<file path="src/hw/rtl/upsq_pkg.sv">
// ----------------------------------------------------------------------------
// upsq_pkg: shared types and constants of the urgent priority send queue
// Field widths, operation and status codes, and the per-cell control bundle.
// ----------------------------------------------------------------------------
package upsq_pkg;

	localparam int DEF_QUEUE_DEPTH = 16;
	localparam int DEF_HANDLE_BITS = 16;

	localparam int PRIO_W   = 4;
	localparam int HANDLE_W = 16;	// port width of msg_handle / out_handle
	localparam int FILL_W   = 5;

	typedef enum logic {
		FUNC_PUSH = 1'b0,
		FUNC_POP  = 1'b1
	} func_t;

	typedef enum logic [1:0] {
		ST_PUSHED = 2'd0,
		ST_FULL   = 2'd1,
		ST_POPPED = 2'd2,
		ST_EMPTY  = 2'd3
	} status_t;

	// control from the sequencer to one cell
	typedef struct packed {
		logic occupied;		// cell index below the fill count
		logic load_push;	// take the incoming beat's entry
		logic load_next;	// take the entry of the next younger cell
	} cell_ctl_t;

endpackage

</file>
<file path="src/hw/rtl/upsq_cell.sv">
// ----------------------------------------------------------------------------
// upsq_cell: one slot of the queue row
// Holds one entry and passes a registered best-candidate token to the next
// cell every cycle; shifts toward the head when an older entry is removed.
// ----------------------------------------------------------------------------
module upsq_cell #(
	parameter int HANDLE_BITS = 16,
	parameter int IDX_W = 4,
	parameter logic [IDX_W-1:0] CELL_IDX = '0
) (
	input  logic                      clk,
	input  logic                      arst_n,
	input  upsq_pkg::cell_ctl_t       ctl,
	input  logic [HANDLE_BITS-1:0]    push_handle,
	input  logic [upsq_pkg::PRIO_W-1:0] push_prio,
	input  logic                      push_urgent,
	input  logic [HANDLE_BITS-1:0]    nxt_handle,
	input  logic [upsq_pkg::PRIO_W-1:0] nxt_prio,
	input  logic                      nxt_urgent,
	input  logic                      cin_valid,
	input  logic                      cin_urgent,
	input  logic [upsq_pkg::PRIO_W-1:0] cin_prio,
	input  logic [IDX_W-1:0]          cin_idx,
	input  logic [HANDLE_BITS-1:0]    cin_handle,
	output logic [HANDLE_BITS-1:0]    ent_handle,
	output logic [upsq_pkg::PRIO_W-1:0] ent_prio,
	output logic                      ent_urgent,
	output logic                      cout_valid,
	output logic                      cout_urgent,
	output logic [upsq_pkg::PRIO_W-1:0] cout_prio,
	output logic [IDX_W-1:0]          cout_idx,
	output logic [HANDLE_BITS-1:0]    cout_handle
);
	import upsq_pkg::*;

	logic [HANDLE_BITS-1:0] handle_q;
	logic [PRIO_W-1:0]      prio_q;
	logic                   urgent_q;
	logic                   cval_q;
	logic                   curg_q;
	logic [PRIO_W-1:0]      cprio_q;
	logic [IDX_W-1:0]       cidx_q;
	logic [HANDLE_BITS-1:0] chandle_q;
	logic                   beats;
	logic                   take;

	// strictly better only, so on a tie the older (upstream) entry stays
	assign beats = (urgent_q != cin_urgent) ? urgent_q : (prio_q < cin_prio);
	assign take  = ctl.occupied && (!cin_valid || beats);

	always_ff @(posedge clk) begin
		if (ctl.load_push) begin
			handle_q <= push_handle;
			prio_q   <= push_prio;
			urgent_q <= push_urgent;
		end else if (ctl.load_next) begin
			handle_q <= nxt_handle;
			prio_q   <= nxt_prio;
			urgent_q <= nxt_urgent;
		end
	end

	always_ff @(posedge clk or negedge arst_n) begin
		if (!arst_n) begin
			cval_q <= 1'b0;
		end else begin
			cval_q <= cin_valid || take;
		end
	end

	always_ff @(posedge clk) begin
		if (take) begin
			curg_q    <= urgent_q;
			cprio_q   <= prio_q;
			cidx_q    <= CELL_IDX;
			chandle_q <= handle_q;
		end else begin
			curg_q    <= cin_urgent;
			cprio_q   <= cin_prio;
			cidx_q    <= cin_idx;
			chandle_q <= cin_handle;
		end
	end

	assign ent_handle  = handle_q;
	assign ent_prio    = prio_q;
	assign ent_urgent  = urgent_q;
	assign cout_valid  = cval_q;
	assign cout_urgent = curg_q;
	assign cout_prio   = cprio_q;
	assign cout_idx    = cidx_q;
	assign cout_handle = chandle_q;

endmodule

</file>
<file path="src/hw/rtl/urgent_priority_send_queue.sv">
// ----------------------------------------------------------------------------
// urgent_priority_send_queue: transmit queue of message handles
// Push appends in arrival order; pop removes the best entry (urgent first,
// then lowest priority number, then oldest) and the rest close up.
// ----------------------------------------------------------------------------
// Usage:
//   Input channel (in_valid/in_ready) carries one command beat: func selects
//   push or pop, msg_handle/prio_level/is_urgent give the entry on push.
//   Output channel (out_valid/out_ready) returns exactly one result beat per
//   command: status_code, the popped entry (zero unless popped) and the
//   fill count after the operation.
//   A push or a pop on an empty queue goes from acceptance straight to the
//   response state; a pop that finds entries first passes the scan state,
//   whose length is set by the search token that walks the cell row one cell
//   per clock, and then the remove state before the response state.
//   One command is in work at a time; the next is taken as soon as the
//   previous result sits in the output register, even if not yet taken.
//   A stalled receiver holds the result in the output register; a following
//   command then waits in its finished state until the register frees.
//   Reset empties the queue (fill count zero) and drops any pending beat;
//   entry contents are not cleared and are never read before written.
// ----------------------------------------------------------------------------
module urgent_priority_send_queue #(
	parameter int QUEUE_DEPTH = upsq_pkg::DEF_QUEUE_DEPTH,
	parameter int HANDLE_BITS = upsq_pkg::DEF_HANDLE_BITS
) (
	input  logic                          clk,
	input  logic                          arst_n,
	input  logic                          in_valid,
	output logic                          in_ready,
	input  logic                          func,
	input  logic [upsq_pkg::HANDLE_W-1:0] msg_handle,
	input  logic [upsq_pkg::PRIO_W-1:0]   prio_level,
	input  logic                          is_urgent,
	output logic                          out_valid,
	input  logic                          out_ready,
	output logic [1:0]                    status_code,
	output logic [upsq_pkg::HANDLE_W-1:0] out_handle,
	output logic [upsq_pkg::PRIO_W-1:0]   out_prio,
	output logic                          out_urgent,
	output logic [upsq_pkg::FILL_W-1:0]   fill_count
);
	import upsq_pkg::*;

	localparam int IDX_W = $clog2(QUEUE_DEPTH);
	localparam int CNT_W = $clog2(QUEUE_DEPTH + 1);

	typedef enum logic [1:0] {
		S_IDLE,
		S_SCAN,
		S_REMOVE,
		S_RESP
	} state_t;

	state_t             state_q;
	logic [CNT_W-1:0]   count_q;
	logic [IDX_W-1:0]   scan_q;
	logic [IDX_W-1:0]   best_q;

	// pending result, waiting for the output register
	status_t            res_status_q;
	logic [HANDLE_BITS-1:0] res_handle_q;
	logic [PRIO_W-1:0]  res_prio_q;
	logic               res_urgent_q;

	logic               out_valid_q;
	logic [1:0]         out_status_q;
	logic [HANDLE_W-1:0] out_handle_q;
	logic [PRIO_W-1:0]  out_prio_q;
	logic               out_urgent_q;
	logic [FILL_W-1:0]  out_fill_q;

	logic               in_fire;
	logic               out_free;
	logic               out_load;
	logic [HANDLE_BITS-1:0] push_handle;
	logic [HANDLE_BITS+HANDLE_W-1:0] in_handle_ext;
	logic [HANDLE_BITS+HANDLE_W-1:0] res_handle_ext;
	logic [CNT_W+FILL_W-1:0] count_ext;

	// cell row wiring; slot QUEUE_DEPTH of the candidate chain is the row output
	logic [HANDLE_BITS-1:0] ent_handle [QUEUE_DEPTH];
	logic [PRIO_W-1:0]      ent_prio   [QUEUE_DEPTH];
	logic                   ent_urgent [QUEUE_DEPTH];
	logic                   c_valid  [QUEUE_DEPTH+1];
	logic                   c_urgent [QUEUE_DEPTH+1];
	logic [PRIO_W-1:0]      c_prio   [QUEUE_DEPTH+1];
	logic [IDX_W-1:0]       c_idx    [QUEUE_DEPTH+1];
	logic [HANDLE_BITS-1:0] c_handle [QUEUE_DEPTH+1];

	assign in_ready = (state_q == S_IDLE);
	assign in_fire  = in_valid && in_ready;
	assign out_free = !out_valid_q || out_ready;
	assign out_load = (state_q == S_RESP) && out_free;

	assign in_handle_ext = {{HANDLE_BITS{1'b0}}, msg_handle};
	assign push_handle   = in_handle_ext[HANDLE_BITS-1:0];

	// token enters the head of the row empty
	assign c_valid[0]  = 1'b0;
	assign c_urgent[0] = 1'b0;
	assign c_prio[0]   = '0;
	assign c_idx[0]    = '0;
	assign c_handle[0] = '0;

	for (genvar i = 0; i < QUEUE_DEPTH; i++) begin : g_cell
		localparam logic [IDX_W-1:0] CIDX = IDX_W'(i);
		cell_ctl_t ctl;
		logic [HANDLE_BITS-1:0] nh;
		logic [PRIO_W-1:0]      np;
		logic                   nu;

		assign ctl.occupied  = (CNT_W'(i) < count_q);
		assign ctl.load_push = in_fire && (func == FUNC_PUSH) && (count_q == CNT_W'(i));
		if (i < QUEUE_DEPTH - 1) begin : g_mid
			assign ctl.load_next = (state_q == S_REMOVE) && (CIDX >= best_q);
			assign nh = ent_handle[i+1];
			assign np = ent_prio[i+1];
			assign nu = ent_urgent[i+1];
		end else begin : g_tail
			// youngest slot: nothing behind it to shift in
			assign ctl.load_next = 1'b0;
			assign nh = push_handle;
			assign np = prio_level;
			assign nu = is_urgent;
		end

		upsq_cell #(
			.HANDLE_BITS(HANDLE_BITS),
			.IDX_W(IDX_W),
			.CELL_IDX(CIDX)
		) u_cell (
			.clk(clk),
			.arst_n(arst_n),
			.ctl(ctl),
			.push_handle(push_handle),
			.push_prio(prio_level),
			.push_urgent(is_urgent),
			.nxt_handle(nh),
			.nxt_prio(np),
			.nxt_urgent(nu),
			.cin_valid(c_valid[i]),
			.cin_urgent(c_urgent[i]),
			.cin_prio(c_prio[i]),
			.cin_idx(c_idx[i]),
			.cin_handle(c_handle[i]),
			.ent_handle(ent_handle[i]),
			.ent_prio(ent_prio[i]),
			.ent_urgent(ent_urgent[i]),
			.cout_valid(c_valid[i+1]),
			.cout_urgent(c_urgent[i+1]),
			.cout_prio(c_prio[i+1]),
			.cout_idx(c_idx[i+1]),
			.cout_handle(c_handle[i+1])
		);
	end

	assign res_handle_ext = {{HANDLE_W{1'b0}}, res_handle_q};
	assign count_ext      = {{FILL_W{1'b0}}, count_q};

	always_ff @(posedge clk or negedge arst_n) begin
		if (!arst_n) begin
			state_q      <= S_IDLE;
			count_q      <= '0;
			scan_q       <= '0;
			best_q       <= '0;
			res_status_q <= ST_PUSHED;
			res_handle_q <= '0;
			res_prio_q   <= '0;
			res_urgent_q <= 1'b0;
			out_valid_q  <= 1'b0;
			out_status_q <= '0;
			out_handle_q <= '0;
			out_prio_q   <= '0;
			out_urgent_q <= 1'b0;
			out_fill_q   <= '0;
		end else begin
			if (out_load) begin
				out_valid_q <= 1'b1;
			end else if (out_ready) begin
				out_valid_q <= 1'b0;
			end
			case (state_q)
				S_IDLE: begin
					if (in_fire) begin
						res_handle_q <= '0;
						res_prio_q   <= '0;
						res_urgent_q <= 1'b0;
						scan_q       <= '0;
						if (func == FUNC_PUSH) begin
							if (count_q == CNT_W'(QUEUE_DEPTH)) begin
								res_status_q <= ST_FULL;
							end else begin
								res_status_q <= ST_PUSHED;
								count_q      <= count_q + CNT_W'(1);
							end
							state_q <= S_RESP;
						end else if (count_q == '0) begin
							res_status_q <= ST_EMPTY;
							state_q      <= S_RESP;
						end else begin
							state_q <= S_SCAN;
						end
					end
				end
				S_SCAN: begin
					// scan_q counts the token's way across the whole row
					scan_q <= scan_q + IDX_W'(1);
					if (scan_q == IDX_W'(QUEUE_DEPTH - 1)) begin
						best_q       <= c_idx[QUEUE_DEPTH];
						res_status_q <= ST_POPPED;
						res_handle_q <= c_handle[QUEUE_DEPTH];
						res_prio_q   <= c_prio[QUEUE_DEPTH];
						res_urgent_q <= c_urgent[QUEUE_DEPTH];
						state_q      <= S_REMOVE;
					end
				end
				S_REMOVE: begin
					// cells at and behind the winner shift one toward the head
					count_q <= count_q - CNT_W'(1);
					state_q <= S_RESP;
				end
				S_RESP: begin
					if (out_free) begin
						out_status_q <= res_status_q;
						out_handle_q <= res_handle_ext[HANDLE_W-1:0];
						out_prio_q   <= res_prio_q;
						out_urgent_q <= res_urgent_q;
						out_fill_q   <= count_ext[FILL_W-1:0];
						state_q      <= S_IDLE;
					end
				end
				default: begin
					state_q <= S_IDLE;
				end
			endcase
		end
	end

	assign out_valid   = out_valid_q;
	assign status_code = out_status_q;
	assign out_handle  = out_handle_q;
	assign out_prio    = out_prio_q;
	assign out_urgent  = out_urgent_q;
	assign fill_count  = out_fill_q;

endmodule

</file>
<file path="config.mk">
export PLATFORM = sky130hd
export DESIGN_NAME = urgent_priority_send_queue
export DESIGN_NICKNAME = d
export VERILOG_FILES = /design/src/hw/rtl/upsq_pkg.sv /design/src/hw/rtl/upsq_cell.sv /design/src/hw/rtl/urgent_priority_send_queue.sv
export SDC_FILE = /design/constraint.sdc
export NUM_CORES = 1
export LEC_CHECK = 0
export BUFFER_PORTS_ARGS = -buffer_cell sky130_fd_sc_hd__buf_2
export CAP_MARGIN = 30
export CELL_PAD_IN_SITES_DETAIL_PLACEMENT = 0
export CELL_PAD_IN_SITES_GLOBAL_PLACEMENT = 1
export CORE_ASPECT_RATIO = 0.9
export CORE_MARGIN = 2
export CORE_UTILIZATION = 47
export DETAILED_ROUTE_END_ITERATION = 12
export PLACE_DENSITY = 0.71
export SLEW_MARGIN = 20
export SYNTH_ARGS = -nofsm -noshare
export SYNTH_HDL_FRONTEND = slang
export SYNTH_SLANG_ARGS = --single-unit
</file>
<file path="constraint.sdc">
create_clock -name clk -period 4.06 [get_ports clk]
set_input_delay 0.406 -clock clk [delete_from_list [all_inputs] [get_ports clk]]
set_output_delay 0.406 -clock clk [all_outputs]
set_load 0.02 [all_outputs]
</file>
Yosys cells after proc, flatten, opt, wreduce, memory -nomap -nowiden
Cells that the tools add are included.
{"block": "classes", "add_sub_neg": 3, "magnitude_cmp": 46, "eq_ne": 41, "mux": 178, "n_bitwise": 1, "n_reduce_logical": 122}
{"cell": "$mux 16", "count": 47}
{"cell": "$mux 4", "count": 47}
{"cell": "$mux 1", "count": 66}
{"cell": "$lt 4x4->1", "count": 15}
{"cell": "$logic_and 1x1->1", "count": 49}
{"cell": "$eq 5x4->1 const B", "count": 8}
{"cell": "$lt 4x5->1 const A", "count": 8}
{"cell": "$reduce_bool 2->1", "count": 18}
{"cell": "$pmux 16 s2", "count": 1}
{"cell": "$logic_or 1x1->1", "count": 30}
{"cell": "$ge 4x4->1 const A", "count": 7}
{"cell": "$eq 5x3->1 const B", "count": 4}
{"cell": "$lt 3x5->1 const A", "count": 4}
{"cell": "$ge 3x4->1 const A", "count": 4}
{"cell": "$logic_not 1->1", "count": 16}
{"cell": "$mux 2", "count": 8}
{"cell": "$pmux 4 s2", "count": 2}
{"cell": "$mux 5", "count": 3}
{"cell": "$ne 1x1->1", "count": 15}
{"cell": "$eq 5x2->1 const B", "count": 2}
{"cell": "$lt 1x5->1 const A", "count": 2}
{"cell": "$lt 2x5->1 const A", "count": 2}
{"cell": "$pmux 5 s2", "count": 1}
{"cell": "$ge 1x4->1 const A", "count": 2}
{"cell": "other kinds (21)", "count": 30}
{"block": "totals", "ff_bits": 803, "input_bits": 26, "out_inout_bits": 30, "wordCells": 531}

Depth between registers and ports, before layout
Gate-level depths: netlist of the first run.
{"block": "logic_depth", "depth_word": 5, "ltp_mapped": 9, "depth_no_buf": 7}

Modules after synthesis
From an unflattened synthesis of the first run, not the netlist that was laid out.
{"block": "unflattened", "hier_cells": 2188, "area_unflattened_um2": 33699.8}
{"module": "upsq_cell (g_cell[10].u_cell ...)", "n_inst": 6, "cells_each": 118, "area_each_um2": 1896.8}
{"module": "upsq_cell (g_cell[1].u_cell ...)", "n_inst": 4, "cells_each": 119, "area_each_um2": 1898.1}
{"module": "upsq_cell (g_cell[11].u_cell ...)", "n_inst": 4, "cells_each": 117, "area_each_um2": 1895.6}
{"module": "urgent_priority_send_queue", "n_inst": 1, "cells_each": 300, "area_each_um2": 3362.0}
{"module": "upsq_cell (g_cell[15].u_cell)", "n_inst": 1, "cells_each": 116, "area_each_um2": 1894.3}
{"module": "upsq_cell (g_cell[0].u_cell)", "n_inst": 1, "cells_each": 120, "area_each_um2": 1888.1}

Worst setup path before layout of the first run
OpenSTA, ideal clock, no wires.
{"block": "synth_path", "path_kind": "register to register", "start": "register state_q[0]", "end": "register g_cell[15].u_cell.handle_q[0], enable pin", "arrival_ns": 3.345, "required_ns": 3.607, "path_slack_ns": 0.262, "path_stages_with_launch": 6, "path_buffers": 0, "synth_period_minus_slack_ns": 3.798, "cell_sequence": "dfrtp_1 > inv_1 > ha_1 > nand2_2 > or2_1 > nor4_1"}
{"item": "start, declared", "line": "urgent_priority_send_queue.sv:55", "source": "state_t state_q;"}
{"item": "start signal, assigned", "line": "urgent_priority_send_queue.sv:163", "source": "state_q <= S_IDLE;"}
{"item": "start signal, assigned", "line": "urgent_priority_send_queue.sv:197", "source": "state_q <= S_RESP;"}
{"item": "start signal, assigned", "line": "urgent_priority_send_queue.sv:200", "source": "state_q <= S_RESP;"}
{"item": "end signal, assigned", "line": "upsq_cell.sv:53", "source": "handle_q <= push_handle;"}
{"item": "end signal, assigned", "line": "upsq_cell.sv:57", "source": "handle_q <= nxt_handle;"}
{"item": "end, declared", "line": "upsq_cell.sv:36", "source": "logic [HANDLE_BITS-1:0] handle_q;"}

Worst setup path in the final report of the first run
{"block": "layout_path", "start": "register state_q[0]", "end": "register g_cell[9].u_cell.handle_q[5], enable pin"}
{"block": "layout_between", "elab_chain_cells": 5}
{"item": "$logic_not 2->1", "line": "urgent_priority_send_queue.sv:91", "source": "assign in_ready = (state_q == S_IDLE);"}
{"item": "$logic_and 1x1->1", "line": "urgent_priority_send_queue.sv:92", "source": "assign in_fire = in_valid && in_ready;"}
{"item": "$logic_and 1x1->1 (2 in a row)", "line": "urgent_priority_send_queue.sv:114", "source": "assign ctl.load_push = in_fire && (func == FUNC_PUSH) && (count_q == CNT_W'(i));"}
{"item": "$reduce_bool 2->1 (no source line) *"}
{"item": "end signal, assigned", "line": "upsq_cell.sv:53"}
{"item": "end signal, assigned", "line": "upsq_cell.sv:57"}
{"item": "end, declared", "line": "upsq_cell.sv:36"}
Every way passes the cells marked *; elsewhere a longest branch is shown, timed or not.
A chain may end at the register's enable or synchronous reset.

==> flow_summary.ini, run 1 <==
[layout]
layout.nets = 2289
fill_cells = 5383
syn_to_final_growth_pct = 12.77
drive_gt1_share_pct = 38.96
stdcell_count = 3139

[synth]
yosysMostFrequentCell = mux2_2
ys_types = 59
synthArstFlopShare_pct = 10.21
yosysTopAreaCellShare_pct = 32.38
ys_seq_area_share_pct = 63.71
synth_common_cells = 609 x mux2_2, 385 x dfxtp_1, 336 x edfxtp_1, 95 x nand2_1, 87 x o21ai_0
yosysWarnings = 0
synth_edf_count = 336
syn_avg_cell_area_um2 = 14.68
synth_largest_area_cell = edfxtp_1
synth_area_um2 = 31160
synth.area.top_cells = edfxtp_1 32%, dfxtp_1 25%, mux2_2 22%
ys_ff_latch = 803
ys.flop_type = dfxtp_1
synthCells = 2122
synthesis.nets = 2204

[route]
ant_nets = 0
drt_iter0_drc = 1367
drcViolationCount = 0
vias_per_cell = 5.328
drt_first_pass_iters = 5
wirelength_um = 71590
wl_per_cell_um = 22.81
vias = 16730

[global_route]
grt_pass1_vias = 17090
antenna_found_initial = 6
grt_pass1_wl_um = 108800
grt_util_all_layers_pct = 21.39
overflow = 0
grt_max_degree = 55

[sta]
setup_slack_ps = 866.1
timing.fmax_ghz = 0.3131
slew_headroom_pct = 43.03
finClkSkew_ps = 31.76
hold_viol_final = 0
maxSlewViolCount = 0
period_needed_ps = 3194
holdWs_ps = 90.66
tns_ps = 0
grt_setup_unrepaired = false
post-route-period-util_pct = 78.67
setup_viol = 0
tightest_slew_ps = 854.6

[die]
die_h_um = 248.3
die_w_um = 275.4
io_pins = 56
initial_core_util_pct = 47.50
rows = 89
core_area_um2 = 65590
die_area_um2 = 68370

[cts]
htreeDepth = 3
clock_latency_ps = 640
cts.path.max_buffers = 3
cts_tree = built
cts.sinks = 803
cts.reportedPaths.clkPinSlew_ps = 60
cts_buffers = 81
postCtsSetupBuffers = 0
cts-root-buf = clkbuf_16
cts.repair.resized = 0

[power_and_ir_drop]
vdd_ir_drop_max_v = 0.0004064
total_leakage_power_nw = 13.71
p_total_mw = 31.94
powerDensity_nw_per_um2 = 909.1

[worst_setup_path]
setup.worst_path.class = reg -> reg
r2r_start = state_q[0]$_DFFE_PN0P_
cp-start-kind = register
cp_max_fo = 22
cp.depth = 8
worst-path-buf-inv = 2
crit_chain = inv_1 -> ha_1 -> nand2_2 -> nor2_4 -> nand3_1 -> nor3_4 -> buf_4 -> a21o_1
cp-end-kind = register
cpMaxStageDelayCell = a21o_1
slowest_delay_ps = 690
cp_data_required_time_ps = 4310
reg2reg_depth = 8
cp.arrival_ps = 3440
startpoint = state_q[0]$_DFFE_PN0P_
cp_top_family = simple AND/OR/NAND/NOR gates

[placement]
gp_congestion = 0.8261
portBuffers = 55
dp_cells = 2984
pre_cts_slack_ps = 919.7
place_hpwl_um = 47570

[run]
cap_violations = 0

[min_path]
min_from = out_ready
hold_depth = 4
hp-class = in -> reg

[outcome]
status = completed
-- metrics by stage --
step / utilization [%] / instance area [µm²]
2_1_floorplan: - / 31160
3_3_place_gp: 49.26 / 32310
3_5_place_dp: 49.46 / 32440
4_1_cts: 53.50 / 35090
5_1_grt: 53.56 / 35130
6_report: 53.57 / 35130
-- path summary, 6_finish.rpt --
path	end	slack (ps)
max	g_cell[9].u_cell.ent_handle[5]$_DFFE_PP_	870
min	out_valid$_DFFE_PN0P_	90
max reg2reg	g_cell[9].u_cell.ent_handle[5]$_DFFE_PP_	870
min reg2reg	g_cell[11].u_cell.cout_idx[1]$_SDFF_PP1_	410
max in group asynchronous	g_cell[3].u_cell.cout_valid$_DFF_PN0_	3190
min in group asynchronous	out_handle[2]$_DFFE_PN0P_	260
-- registers in the layout (all words and copies together) (netlist names), 2 cells and up --
name and cells:
g_cell.u_cell.ent_urgent 16, best_q 4, g_cell.u_cell.ent_handle 256, g_cell.u_cell.cout_prio 64, g_cell.u_cell.ent_prio 64, g_cell.u_cell.cout_handle 256, out_prio 4, fill_count 5
state_q 2, g_cell.u_cell.cout_idx 49, res_handle_q 16, scan_q 4, g_cell.u_cell.cout_valid 15, res_prio_q 4, g_cell.u_cell.cout_urgent 16, count_q 5
res_status_q 2, status_code 2, out_handle 16
-- cell type report --
class	instances	area [µm²]	share of cell area, %
multi-input combinational	1135	10510	29.91
clock buffer	130	2479	7.055
clock inverter	20	158.9	0.4523
timing repair buffer	108	762.0	2.169
inverter	78	292.8	0.8333
antenna	1	2.502	0.007122
tap	864	1081	3.077
sequential	803	19850	56.49
-- metal layers --
metal | wire [µm] | track usage, % | up-vias
li1 | - | - | 7842
met1 | 36380 | 32.88 | 8353
met2 | 29190 | 29.58 | 405
met3 | 4386 | 5.485 | 118
met4 | 1581 | 5.882 | 8
met5 | 55 | 0 | -
-- tightest hold or removal path, stage by stage --
cell	delay, ps
buf_2	80
inv_1	40
nand2_1	80
nand2b_1	60
-- layout by cell type (no fill, tap or decap), drive strengths merged, types with 5 or more instances in the layout --
| cell type | synthesis | routed |
|---|---|---|
| nor2 | 12 | 12 |
| a31oi | 10 | 10 |
| and3 | 6 | 6 |
| and2 | 38 | 38 |
| o211ai | 23 | 23 |
| nand2 | 99 | 99 |
| nor3b | 11 | 11 |
| xnor2 | 5 | 5 |
| nand3 | 12 | 12 |
| buf | 72 | 107 |
| a21oi | 21 | 21 |
| nor2b | 6 | 6 |
| clkinv | 0 | 14 |
| nand2b | 40 | 40 |
| maj3 | 5 | 5 |
| clkbuf | 34 | 130 |
| or2 | 14 | 14 |
| dfrtp | 82 | 82 |
| o21ai | 90 | 90 |
| edfxtp | 336 | 336 |
| inv | 78 | 80 |
| mux2 | 641 | 641 |
| ha | 56 | 56 |
| dfxtp | 385 | 385 |
| nor3 | 6 | 6 |
-- timing repair --
| item | CTS | global route |
|---|---|---|
| endpoints found under the hold margin | 28 | 0 |
| hold buffers | 1 | 0 |
| endpoints found under the setup margin | 0 | 0 |
-- report_power, final --
group | internal [mW] | leakage, nW | total [mW] | switching (mW)
combinational | 4.92 | 5.00 | 9.77 | 4.85
clock | 4.31 | 1.29 | 7.38 | 3.07
sequential | 12.9 | 7.42 | 14.8 | 1.91
total | 22.1 | 13.7 | 31.9 | 9.83
-- logic make-up (layout without fill, tap and decap cells) --
| kind of cell | after synthesis | after routing | share of synthesized area [%] |
|---|---|---|---|
| muxes | 642 | 642 | 23.39 |
| buffers and inverters | 184 | 336 | 2.707 |
| DFF | 803 | 803 | 63.71 |
| xor gates and xnor gates | 6 | 6 | 0.1687 |
| adders and majority gates | 61 | 61 | 2.417 |
| and+or+nand+nor | 255 | 255 | 4.325 |
| AOI/OAI and AO/OA | 171 | 171 | 3.285 |
| other | 0 | 1 | 0 |
Note: power is estimated with default switching activity, not from simulation.
==> inputs of run 2 (changes only) <==
Settings changed: ABC_AREA set to 1, PLACE_DENSITY 0.71 to 0.77.
Clock period 4.06 ns to 3.3 ns, I/O delays scaled along.
==> run 2 against run 1 <==
The run now ends with design-rule violations left. Hold slack lost 36 ps. Routed wire length rose by 15%. Global-route usage grew 3.0 points. Fmax up 19%. Core utilization rose by 0.61 points. Non-clock buffer count grew 46. Die area rose by 0.36%. Clock skew fell by 5.5 ps. Via count is 38% higher. Largest power group unchanged.
==> flow_summary.ini, run 2 <==
[outcome]
status = finished with violations
violations = design-rule violations

[cts]
postCtsSetupBuffers = 0
cts-root-buf = clkbuf_16
cts_tree = built
cts.path.max_buffers = 3
clock_latency_ps = 620
cts.reportedPaths.clkPinSlew_ps = 70
cts.sinks = 803
cts_buffers = 81
htreeDepth = 3

[synth]
synth_area_um2 = 31270
synthesis.nets = 3468
yosysTopAreaCellShare_pct = 32.27
yosysMostFrequentCell = nand2_1
synth_largest_area_cell = edfxtp_1
syn_avg_cell_area_um2 = 9.235
ys_seq_area_share_pct = 63.47
synth.area.top_cells = edfxtp_1 32%, dfxtp_1 25%, nand2_1 15%
synth_common_cells = 1210 x nand2_1, 385 x dfxtp_1, 360 x nand3_1, 360 x o21ai_0, 336 x edfxtp_1
ys.flop_type = dfxtp_1
yosysWarnings = 0
ys_ff_latch = 803
ys_types = 33
synthCells = 3386
synth_edf_count = 336
synthArstFlopShare_pct = 10.21

[route]
vias = 23160
vias_per_cell = 5.302
ant_nets = 0
wirelength_um = 82500
wl_per_cell_um = 18.89
drcViolationCount = 1
drt_first_pass_iters = 10
drt_iter0_drc = 2029

[power_and_ir_drop]
vdd_ir_drop_max_v = 0.0006716
clkPwrFrac_pct = 21.6
p_sw_mw = 17.39
power.internal_mw = 27.08
total_leakage_power_nw = 16.82
seqPwrFrac_pct = 42.5
pwr-share-comb_pct = 35.9
switching_share_pct = 39.10
powerDensity_nw_per_um2 = 1249

[sta]
period_needed_ps = 2689
setup_viol = 0
hold_viol_final = 0
post-route-period-util_pct = 81.47
finClkSkew_ps = 26.27
tightest_slew_ps = 998.4
grt_setup_unrepaired = false
tns_ps = 0
maxSlewViolCount = 0
slew_headroom_pct = 33.44
timing.fmax_ghz = 0.3720

[layout]
final_cell_mix = 1210 x nand2_1, 385 x dfxtp_1, 360 x nand3_1
syn_to_final_growth_pct = 13.83
regArea_um2 = 19850
layout.nets = 3518
drive_gt1_share_pct = 8.362
stdcell_count = 4368
fill_cells = 5904
final_common_cell = nand2_1
multi_input_area_um2 = 9743
n_antenna_cell = 0

[worst_setup_path]
slowest_delay_ps = 410
cp.arrival_ps = 2980
worst-path-buf-inv = 4
setup.worst_path.class = reg -> reg
crit_chain = inv_1 -> ha_1 -> nand2_1 -> nor2_2 -> inv_1 -> nor2_2 -> nand3_1 -> buf_4 -> nand2_1 -> buf_4
cp_data_required_time_ps = 3590
cp_top_family = buffers and inverters
cpMaxStageDelayCell = dfrtp_1
cp_max_fo = 43
cp-end-kind = register
cp-start-kind = register

[placement]
gp_congestion = 0.8365
portBuffers = 55
place_hpwl_um = 56360
dp_cells = 4193

[die]
io_pins = 56
die_h_um = 248.7
core_area_um2 = 65700
initial_core_util_pct = 47.60
die_area_um2 = 68620
rows = 89
die_w_um = 275.9

[global_route]
grt_max_degree = 57
grt_util_all_layers_pct = 24.34
overflow = 0
grt_pass1_wl_um = 130400
antenna_found_initial = 2
grt_pass1_vias = 23160

[run]
cap_violations = 0

[min_path]
hp-class = in -> reg
## run 2: changes by cell type after synthesis, moves of 16 or more
cell      previous run  this run
and2_1              38         0
clkbuf_1            34       136
inv_1               78       246
mux2_1              16         0
mux2_2             609         4
mux2_4              16         0
nand2_1             95      1210
nand2b_1            40         0
nand3_1             12       360
nor2_1              10        54
o211ai_1            23         4
o21ai_0             87       360
o21ai_1              2        21
## run 2: final timing paths
check | end | from | slack, ps | depth (start not counted)
worst max-delay path | g_cell[5].u_cell.ent_handle[14]$_DFFE_PP_ | state_q[0]$_DFFE_PN0P_ | 610 | 10
worst min-delay path | g_cell[15].u_cell.ent_prio[0]$_DFFE_PP_ | prio_level[0] | 50 | 1
worst max register to register | g_cell[5].u_cell.ent_handle[14]$_DFFE_PP_ | state_q[0]$_DFFE_PN0P_ | 610 | 10
worst min register to register | g_cell[5].u_cell.cout_idx[2]$_SDFF_PP1_ | g_cell[4].u_cell.cout_idx[2]$_SDFF_PP1_ | 410 | 2
max in group asynchronous | g_cell[6].u_cell.cout_valid$_DFF_PN0_ | arst_n | 2330 | 3
min in group asynchronous | res_prio_q[0]$_DFFE_PN0P_ | arst_n | 220 | 2
## run 2: metal layers
layer	track usage [%]	wire length, µm
met1	33.31	36230
met2	39.71	39260
met3	4.184	4832
met4	6.959	2182
met5	0	0
## run 2: logic make-up (layout without fill, tap and decap cells)
logic type      count (synthesis)  in the layout  share of synthesized area (%)
simple gates                 1638           1638                          21.21
flops                         803            803                          63.47
buf+inv                       443            561                          5.510
compound gates                438            438                          7.310
fa+ha+maj                      56             56                          2.241
xor+xnor                        4              4                         0.1120
mux                             4              4                         0.1440
## run 2: worst register-to-register path, stage by stage (launching register included)
cell	delay [ps]
dfrtp_1	410
inv_1	140
ha_1	330
nand2_1	160
nor2_2	140
inv_1	140
nor2_2	190
nand3_1	140
buf_4	290
nand2_1	110
buf_4	300
## run 2: metrics by stage
stage               hold WS, ps  setup slack (ps)  cell area (µm²)  power, mW  utilization (%)
detailed placement        323.0             662.0            32530      34.92            49.51
CTS                       13.40             642.9            35570      44.67            54.13
global placement          311.0             763.5            32460      34.50            49.40
global route              20.25             320.3            35600      47.85            54.18
finish                    54.17             611.5            35600      44.47            54.18
floorplan                 34.41             2.536            31280      29.30                -
## run 2: power by group through the flow
stage | clock, mW | sequential (mW) | combinational, mW
floorplan | 0 | 18.1 | 11.2
global placement | 0 | 19.1 | 15.4
detailed placement | 0 | 19.0 | 15.9
CTS | 9.74 | 18.9 | 16.0
global route | 10.1 | 19.4 | 18.4
finish | 9.60 | 18.9 | 16.0
## run 2: timing repair
item                                   4_1_cts  5_1_grt
resized for setup                            0        0
hold buffers                                22        0
endpoints found under the hold margin       47        0
## run 2: final cells by class
type                            count  area share, %
Clock inverter                     39          1.076
Inverter                          256          2.700
Tap cell                          864          3.037
Sequential cell                   803          55.76
Multi-Input combinational cell   2140          27.37
Timing Repair Buffer              154          3.220
Clock buffer                      112          6.833
